### src/pac_pkg.sv
// Package for the prefix accumulator core: codes, state types and the result record.
// Has no dependencies. pac_mem, pac_core, the top level and the testbench import it.
package pac_pkg;

  localparam int unsigned PAC_MEM_AW_DEF = 16;

  localparam logic [31:0] NFIX_FILL    = 32'hFFFF_FF00;
  localparam logic [31:0] OPR_BRB      = 32'd0;
  localparam logic [31:0] OPR_ADD      = 32'd1;
  localparam logic [31:0] OPR_SUB      = 32'd2;
  localparam logic [31:0] OPR_SVC      = 32'd3;
  localparam logic [31:0] SVC_EXIT     = 32'd0;
  localparam logic [31:0] SVC_LAST_IO  = 32'd2;

  typedef enum logic [1:0] {
    FUNC_WRITE = 2'd0,
    FUNC_EXEC  = 2'd1,
    FUNC_READ  = 2'd2,
    FUNC_NONE  = 2'd3
  } pac_func_e;

  typedef enum logic [3:0] {
    OP_LDAM = 4'd0,
    OP_LDBM = 4'd1,
    OP_STAM = 4'd2,
    OP_LDAC = 4'd3,
    OP_LDBC = 4'd4,
    OP_LDAP = 4'd5,
    OP_LDAI = 4'd6,
    OP_LDBI = 4'd7,
    OP_STAI = 4'd8,
    OP_BR   = 4'd9,
    OP_BRZ  = 4'd10,
    OP_BRN  = 4'd11,
    OP_OPR  = 4'd13,
    OP_PFIX = 4'd14,
    OP_NFIX = 4'd15
  } pac_op_e;

  typedef enum logic [2:0] {
    ST_OK      = 3'd0,
    ST_SVC     = 3'd1,
    ST_EXIT    = 3'd2,
    ST_INVALID = 3'd3,
    ST_HALTED  = 3'd4
  } pac_status_e;

  typedef enum logic [1:0] {
    S_IDLE,
    S_FETCH,
    S_LOAD,
    S_DONE
  } pac_state_e;

  typedef enum logic [1:0] {
    DST_A,
    DST_B,
    DST_HOST
  } pac_dst_e;

  typedef struct packed {
    logic [31:0] pc_value;
    logic [31:0] a_value;
    logic [31:0] b_value;
    logic [31:0] read_word;
    pac_status_e status;
    logic [31:0] svc_code;
  } pac_res_t;

endpackage

### src/pac_req_if.sv
// Request channel of the prefix accumulator core: valid, ready and the request fields.
// Depends on nothing.
interface pac_req_if;
  logic        valid;
  logic        ready;
  logic [1:0]  func;
  logic [15:0] word_addr;
  logic [31:0] write_word;

  modport source (output valid, output func, output word_addr, output write_word,
                  input ready);
  modport sink   (input valid, input func, input word_addr, input write_word,
                  output ready);
endinterface

### src/pac_core.sv
// Sequencer and register set of the prefix accumulator core: fetch, decode, execute.
// Depends on pac_pkg and pac_req_if; drives the port of pac_mem.
module pac_core
  import pac_pkg::*;
#(
  parameter int unsigned MEM_AW = PAC_MEM_AW_DEF
) (
  input  logic              clk_i,
  input  logic              rst_ni,
  pac_req_if.sink           req_i,
  output logic              res_valid_o,
  input  logic              res_ready_i,
  output pac_res_t          res_o,
  output logic              mem_we_o,
  output logic [MEM_AW-1:0] mem_addr_o,
  output logic [31:0]       mem_wdata_o,
  input  logic [31:0]       mem_rdata_i
);

  pac_state_e  state_q, state_d;
  logic [31:0] pc_q, pc_d;
  logic [31:0] a_q, a_d;
  logic [31:0] b_q, b_d;
  logic [31:0] opnd_q, opnd_d;
  logic        run_q, run_d;
  pac_status_e st_q, st_d;
  logic [31:0] rd_q, rd_d;
  logic [31:0] svc_q, svc_d;
  pac_dst_e    dst_q, dst_d;

  logic        accept;
  logic [31:0] host_addr;
  logic [7:0]  fbyte;
  logic [31:0] opnd_new;
  logic [31:0] pc_inc;
  logic [31:0] pc_rel;
  logic [31:0] a_idx;
  logic [31:0] b_idx;

  assign req_i.ready = (state_q == S_IDLE);
  assign accept      = req_i.valid && req_i.ready;
  assign host_addr   = {16'd0, req_i.word_addr};

  always_comb begin
    unique case (pc_q[1:0])
      2'd0: fbyte = mem_rdata_i[7:0];
      2'd1: fbyte = mem_rdata_i[15:8];
      2'd2: fbyte = mem_rdata_i[23:16];
      2'd3: fbyte = mem_rdata_i[31:24];
    endcase
  end

  assign opnd_new = opnd_q | {28'd0, fbyte[3:0]};
  assign pc_inc   = pc_q + 32'd1;
  assign pc_rel   = pc_inc + opnd_new;
  assign a_idx    = a_q + opnd_new;
  assign b_idx    = b_q + opnd_new;

  always_comb begin
    state_d     = state_q;
    pc_d        = pc_q;
    a_d         = a_q;
    b_d         = b_q;
    opnd_d      = opnd_q;
    run_d       = run_q;
    st_d        = st_q;
    rd_d        = rd_q;
    svc_d       = svc_q;
    dst_d       = dst_q;
    mem_we_o    = 1'b0;
    mem_addr_o  = pc_q[MEM_AW+1:2];
    mem_wdata_o = a_q;
    res_valid_o = 1'b0;

    unique case (state_q)
      S_IDLE: begin
        if (accept) begin
          st_d    = ST_OK;
          rd_d    = '0;
          svc_d   = '0;
          dst_d   = DST_HOST;
          state_d = S_DONE;
          unique case (pac_func_e'(req_i.func))
            FUNC_WRITE: begin
              mem_we_o    = 1'b1;
              mem_addr_o  = host_addr[MEM_AW-1:0];
              mem_wdata_o = req_i.write_word;
            end
            FUNC_READ: begin
              mem_addr_o = host_addr[MEM_AW-1:0];
              state_d    = S_LOAD;
            end
            FUNC_EXEC: begin
              if (run_q) begin
                state_d = S_FETCH;
              end else begin
                st_d = ST_HALTED;
              end
            end
            FUNC_NONE: begin
              state_d = S_DONE;
            end
          endcase
        end
      end

      S_FETCH: begin
        pc_d    = pc_inc;
        opnd_d  = '0;
        state_d = S_DONE;
        unique case (pac_op_e'(fbyte[7:4]))
          OP_LDAM: begin
            mem_addr_o = opnd_new[MEM_AW-1:0];
            dst_d      = DST_A;
            state_d    = S_LOAD;
          end
          OP_LDBM: begin
            mem_addr_o = opnd_new[MEM_AW-1:0];
            dst_d      = DST_B;
            state_d    = S_LOAD;
          end
          OP_STAM: begin
            mem_we_o   = 1'b1;
            mem_addr_o = opnd_new[MEM_AW-1:0];
          end
          OP_LDAC: a_d = opnd_new;
          OP_LDBC: b_d = opnd_new;
          OP_LDAP: a_d = pc_rel;
          OP_LDAI: begin
            mem_addr_o = a_idx[MEM_AW-1:0];
            dst_d      = DST_A;
            state_d    = S_LOAD;
          end
          OP_LDBI: begin
            mem_addr_o = b_idx[MEM_AW-1:0];
            dst_d      = DST_B;
            state_d    = S_LOAD;
          end
          OP_STAI: begin
            mem_we_o   = 1'b1;
            mem_addr_o = b_idx[MEM_AW-1:0];
          end
          OP_BR: pc_d = pc_rel;
          OP_BRZ: begin
            if (a_q == '0) begin
              pc_d = pc_rel;
            end
          end
          OP_BRN: begin
            if (a_q[31]) begin
              pc_d = pc_rel;
            end
          end
          OP_OPR: begin
            unique case (opnd_new)
              OPR_BRB: pc_d = b_q;
              OPR_ADD: a_d = a_q + b_q;
              OPR_SUB: a_d = a_q - b_q;
              OPR_SVC: begin
                svc_d = a_q;
                priority if (a_q == SVC_EXIT) begin
                  run_d = 1'b0;
                  st_d  = ST_EXIT;
                end else if (a_q <= SVC_LAST_IO) begin
                  st_d = ST_SVC;
                end else begin
                  run_d = 1'b0;
                  st_d  = ST_INVALID;
                end
              end
              default: begin
                run_d = 1'b0;
                st_d  = ST_INVALID;
              end
            endcase
          end
          OP_PFIX: opnd_d = opnd_new << 4;
          OP_NFIX: opnd_d = NFIX_FILL | (opnd_new << 4);
          default: begin
            run_d = 1'b0;
            st_d  = ST_INVALID;
          end
        endcase
      end

      S_LOAD: begin
        state_d = S_DONE;
        unique case (dst_q)
          DST_A:    a_d  = mem_rdata_i;
          DST_B:    b_d  = mem_rdata_i;
          DST_HOST: rd_d = mem_rdata_i;
          default:  rd_d = mem_rdata_i;
        endcase
      end

      S_DONE: begin
        res_valid_o = 1'b1;
        if (res_ready_i) begin
          state_d = S_IDLE;
        end
      end

      default: state_d = S_IDLE;
    endcase
  end

  assign res_o.pc_value  = pc_q;
  assign res_o.a_value   = a_q;
  assign res_o.b_value   = b_q;
  assign res_o.read_word = rd_q;
  assign res_o.status    = st_q;
  assign res_o.svc_code  = svc_q;

  always_ff @(posedge clk_i or negedge rst_ni) begin
    if (!rst_ni) begin
      state_q <= S_IDLE;
      pc_q    <= '0;
      a_q     <= '0;
      b_q     <= '0;
      opnd_q  <= '0;
      run_q   <= 1'b1;
    end else begin
      state_q <= state_d;
      pc_q    <= pc_d;
      a_q     <= a_d;
      b_q     <= b_d;
      opnd_q  <= opnd_d;
      run_q   <= run_d;
    end
  end

  always_ff @(posedge clk_i) begin
    st_q  <= st_d;
    rd_q  <= rd_d;
    svc_q <= svc_d;
    dst_q <= dst_d;
  end

endmodule

### src/flat_wrapper.sv
// flat-port wrapper written by rule: the top's interface ports become plain ports
module pac_core_flat import pac_pkg::*;
#(
  parameter int unsigned MEM_AW = PAC_MEM_AW_DEF
)
  (clk_i, rst_ni, res_valid_o, res_ready_i, res_o, mem_we_o, mem_addr_o, mem_wdata_o, mem_rdata_i, req_i_valid, req_i_func, req_i_word_addr, req_i_write_word, req_i_ready);
  pac_req_if req_i_i ();
  input  logic clk_i;
  input  logic rst_ni;
  output logic res_valid_o;
  input  logic res_ready_i;
  output pac_res_t res_o;
  output logic mem_we_o;
  output logic [MEM_AW-1:0] mem_addr_o;
  output logic [31:0] mem_wdata_o;
  input  logic [31:0] mem_rdata_i;
  input wire logic [$bits(req_i_i.valid)-1:0] req_i_valid;
  input wire logic [$bits(req_i_i.func)-1:0] req_i_func;
  input wire logic [$bits(req_i_i.word_addr)-1:0] req_i_word_addr;
  input wire logic [$bits(req_i_i.write_word)-1:0] req_i_write_word;
  output wire logic [$bits(req_i_i.ready)-1:0] req_i_ready;
  assign req_i_i.valid = req_i_valid;
  assign req_i_i.func = req_i_func;
  assign req_i_i.word_addr = req_i_word_addr;
  assign req_i_i.write_word = req_i_write_word;
  assign req_i_ready = req_i_i.ready;
  pac_core #(.MEM_AW(MEM_AW)) u_core (.clk_i(clk_i), .rst_ni(rst_ni), .req_i(req_i_i), .res_valid_o(res_valid_o), .res_ready_i(res_ready_i), .res_o(res_o), .mem_we_o(mem_we_o), .mem_addr_o(mem_addr_o), .mem_wdata_o(mem_wdata_o), .mem_rdata_i(mem_rdata_i));
endmodule
### config.mk
export PLATFORM = sky130hd
export DESIGN_NAME = pac_core_flat
export DESIGN_NICKNAME = d
export VERILOG_FILES = /design/src/pac_pkg.sv /design/src/pac_req_if.sv /design/src/pac_core.sv /design/src/flat_wrapper.sv
export SDC_FILE = /design/constraint.sdc
export NUM_CORES = 1
export LEC_CHECK = 0
export BUFFER_PORTS_ARGS = -buffer_cell sky130_fd_sc_hd__buf_2
export CORE_MARGIN = 3
export CORE_UTILIZATION = 57
export CTS_CLUSTER_SIZE = 16
export DETAILED_ROUTE_END_ITERATION = 16
export PLACE_DENSITY = 0.84
export SLEW_MARGIN = 20
export SYNTH_ARGS = -nofsm -noshare
export SYNTH_HDL_FRONTEND = slang
export SYNTH_SLANG_ARGS = --single-unit
### constraint.sdc
create_clock -name clk_i -period 7.7 [get_ports clk_i]
set_input_delay 1.155 -clock clk_i [delete_from_list [all_inputs] [get_ports clk_i]]
set_output_delay 1.155 -clock clk_i [all_outputs]
set_load 0.1 [all_outputs]
-- After elaboration in Yosys (flattened, before gate mapping)
Cells that the tools add are included.
- flip-flop bits (word level): 200
- bits of input ports: 86
- output and inout bits: 214
- logic and storage cells: 141
- $add $sub $neg: 6
- order comparisons: 1
- eq/ne operators: 41
- multiplexer cells: 52
- bitwise operators: 2
- reduce and logical (&&, ||, !) cells: 29
- operators by type and width (operator ; count):
    $mux W32 ; 13
    $pmux W32 S2 ; 6
    $pmux W32 S4 ; 1
    $pmux W32 S3 ; 1
    $add A32 B32 Y32 ; 2
    $eq A32 B2 Y1 const B ; 2
    $logic_not A32 Y1 ; 2
    $pmux W16 S3 ; 1
    $add A16 B16 Y16 ; 2
    $add A32 B1 Y32 const B ; 1
    $eq A32 B1 Y1 const B ; 1
    $le A32 B2 Y1 const B ; 1
    $mux W16 ; 2
    $or A32 B4 Y32 ; 1
    $pmux W16 S2 ; 1
    $pmux W8 S4 ; 1
    $sub A32 B32 Y32 ; 1
    $eq A4 B4 Y1 const B ; 7
    $pmux W3 S2 ; 3
    $eq A4 B3 Y1 const B ; 4
    $reduce_and A4 Y1 ; 4
    $reduce_or A14 Y1 ; 1
    $mux W3 ; 4
    $ne A2 B2 Y1 const B ; 6
    other kinds (23) ; 63

-- Logic depth before layout (Yosys ltp)
- word-level depth: 8
- depth in mapped cells: 24
- gate-level depth less buffers: 21

-- Worst setup path before layout
OpenSTA, ideal clock, no wires.
- path kind: flip-flop to output port
- from: register u_core.pc_q[0]
- to: output port mem_addr_o[15]
- arrival: 7.720 ns
- path slack: -1.175 ns
- stages on the path, launching flop included: 23
- path buffers: 3
- path through: dfrtp_1 -> inv_1 -> ha_1 -> buf_2 -> a222oi_1 -> mux2i_1 -> buf_2 -> nand2b_1 -> or3_1 -> o21ai_2 -> buf_2 -> mux2_2 -> ha_1 -> a2111oi_0 -> o21ai_0 -> a31oi_1 -> o31ai_1 -> o21ai_0 -> nand2b_1 -> a21oi_1 -> xnor2_1 -> nor3_1 -> a311oi_1
- cells in the longest elaborated chain, start to end: 6
- RTL lines (what ; RTL line ; RTL):
    from (decl) ; pac_core.sv:21 ; logic [31:0] pc_q, pc_d;
    from (signal assigned) ; pac_core.sv:224 ; pc_q <= pc_d;
    $eq A2 B2 Y1, or another cell as far along ; pac_core.sv:45 ; unique case (pc_q[1:0])
    $pmux W8 S4 * ; pac_core.sv:45 ;
    $or A32 B4 Y32, or another cell as far along ; pac_core.sv:53 ; assign opnd_new = opnd_q | {28'd0, fbyte[3:0]};
    $add A16 B16 Y16, or another cell as far along ; pac_core.sv:57 ; assign b_idx = b_q + opnd_new;
    $pmux W16 S3 * ; pac_core.sv:111 ; unique case (pac_op_e'(fbyte[7:4]))
    $pmux W16 S2 * ; pac_core.sv:75 ; unique case (state_q)
    to (decl) ; flat_wrapper.sv:14 ; output logic [MEM_AW-1:0] mem_addr_o;
Mark *: on every way between the ends. The rest lies on a longest branch, timed or not.

-- Final worst setup path
Ends and elaborated chain as after synthesis.

==> flow_summary.toml <==
[run_status]
status = "finished, final reports clean"

[clocking]
cts_setup_buffers = 0
cts.sinks = 196
insertion_delay_ns = 0.46
ctsLongestPathBuffers = 2
htree_levels = 4
clockRootBuffer = "clkbuf_16"
path_clk_slew_ns = 0.09
cts_made_buffers = 17
cts_tree = "done"

[min_path]
hp-class = "reg2reg"
whs_path_depth = 1
holdPathEnd = "u_core.run_q$_DFFE_PN1P_"
min-delay-start = "u_core.run_q$_DFFE_PN1P_"

[yosys]
ys_types = 84
yosysWarnings = 0
syn_nets = 1999
synth_cells = 1820
synth_ff_type = "dfrtp_1"
synth_enable_flop_cells = 69
synth-seq-cells = 196
avgSynthCellArea_um2 = 8.63
ys_seq_area_frac = 0.335
ys_async_sr_fraction = 0.648
synth_area_mm2 = 0.0157

[timing]
maxSlewHeadroom = 0.267
tightest_slew_ns = 1.10
setup_viol = 0
min_period_over_period = 0.950
rsz0062_at_grt = "false"
timing.fmax_mhz = 137
finClkSkew_ns = 0.0218
slew_viol_final = 0
fin_crit_ns = 7.31
finalWorstSetupSlack_ns = 0.388
hold_viol = 0

[placement]
numPortBuffers = 299
gp_congestion = 1.04
dp_hpwl_um = 45500
pre_cts_ws_ns = 0.606

[grt]
grt_pass1_wl_um = 89700
grt_overflow = 0
grt_max_degree = 77
grt_pass1_vias = 15000
grt_usage = 0.398
antenna_found_initial = 2

[worst_setup_path]
cp-end-kind = "output port"
arrival_ns = 6.16
r2r_end = "u_core.a_q[30]$_DFFE_PN0P_"
rr_startpoint = "u_core.pc_q[0]$_DFFE_PN0P_"
reg2reg_depth = 21
worstPathRequired_ns = 6.55
reg2reg_slack_ns = 1.54
path_class = "reg2out"
start_kind = "flip-flop"
crit_fanout = 9
crit_start = "u_core.pc_q[0]$_DFFE_PN0P_"

[cells_and_area]
final_core_util = 0.669
layout-drive-gt1-share = 0.219
layout.nets = 2233
syn_to_final_growth_pct = 15.3
mostFrequentLayoutCells = "297 x buf_2, 174 x a21oi_1, 169 x nand2_1"
layout_commonest_cell = "buf_2"
insertedDiodeCount = 0

[drt]
wirelength_um = 60900
drc_errors = 0
viasPerCell = 6.86
ant_nets = 0
first_pass_iters = 6
vias = 16500
first_iter_violations = 2383
wl_per_cell_um = 25.3

[floorplan]
core_area_mm2 = 0.0270
start_util = 0.581
num_io_pins = 300
fp.dieH_um = 172
core.rowCount = 60
dieArea_mm2 = 0.0296
die-width_um = 172

[run]
cap_violations = 0
[final cells by class]
cell class                      count  area [µm²]
Clock buffer                       18         429
Clock inverter                     14         158
Fill cell                        2270        8930
Inverter                           64         240
Multi-Input combinational cell   1449        9870
Sequential cell                   196        5250
Tap cell                          341         427
Timing Repair Buffer              326        1720
[registers in the layout, indices dropped and copies added, names as in the netlist]
register,cells
u_core.a_q,32
u_core.b_q,32
u_core.dst_q,2
u_core.opnd_q,28
u_core.pc_q,32
u_core.rd_q,32
u_core.run_q,1
u_core.st_q,3
u_core.state_q,2
u_core.svc_q,32
[synthesized netlist by cell type (all sizes together), types with 22 or more instances]
master	instances	area share
edfxtp	69	0.13
a221oi	37	0.021
nor2	148	0.036
a21o	31	0.015
dfrtp	126	0.20
ha	90	0.072
nand2	170	0.041
mux2	51	0.037
clkbuf	91	0.022
o2bb2ai	25	0.014
and2	63	0.025
xor2	48	0.027
nand3	34	0.011
nand4	22	0.0088
xnor2	85	0.049
a222oi	26	0.017
a21oi	176	0.056
inv	63	0.015
o21ai	147	0.047
[routing by layer]
metal | track usage | wire (µm)
met3 | 0.0773 | 8210
met4 | 0.126 | 2050
met2 | 0.610 | 26500
met1 | 0.572 | 24200
met5 | 0 | 15
[how the worst max path moves through the flow]
stage	to	slack, ns	cells after the start
floorplan	mem_addr_o[15]	-0.25	22
global placement	mem_addr_o[15]	0.64	19
detailed placement	mem_addr_o[15]	0.61	19
CTS	mem_addr_o[15]	0.41	19
global route	mem_addr_o[15]	0.02	20
finish	mem_addr_o[15]	0.39	20
[stage by stage]
step	std cells	hold slack, ns	instance area (µm²)	TNS [ns]
after floorplan	1820	0.437	15700	-0.245
after global placement	2376	0.448	17500	0
after detailed placement	2376	0.453	17500	0
after CTS	2408	0.465	18100	0
after global routing	2408	0.469	18100	0
final	2408	0.465	18100	0
[cell families after synthesis]
kind of cell / Yosys count / share of synthesized area
flops: 196 / 0.335
buf+inv: 175 / 0.0432
xor+xnor: 133 / 0.0754
mux: 64 / 0.0451
fa+ha+maj: 93 / 0.0756
compound gates: 613 / 0.258
simple gates: 546 / 0.168
[worst max-delay path, cell delays in order (launching register included)]
cell	delay [ns]
dfrtp_1	0.43
inv_1	0.13
ha_1	0.32
a222oi_1	0.49
mux2i_1	0.15
nand2b_1	0.26
or3_1	0.47
o21ai_2	0.23
mux2_2	0.40
ha_1	0.37
a2111oi_1	0.42
o21ai_0	0.22
a31oi_1	0.28
o31ai_1	0.13
o21ai_0	0.24
nand2b_1	0.09
a21oi_1	0.18
xnor2_1	0.18
nor3_1	0.09
a311oi_2	0.37
buf_12	0.22
[repair_timing]
item / CTS / global route
hold buffers: 0 / 0
endpoints found under the setup margin: 0 / 1
resized for setup: 0 / 2
Power is left out: the tool's default activity adds up to more than one toggle a clock period on the data nets, which glitch-free logic cannot reach.
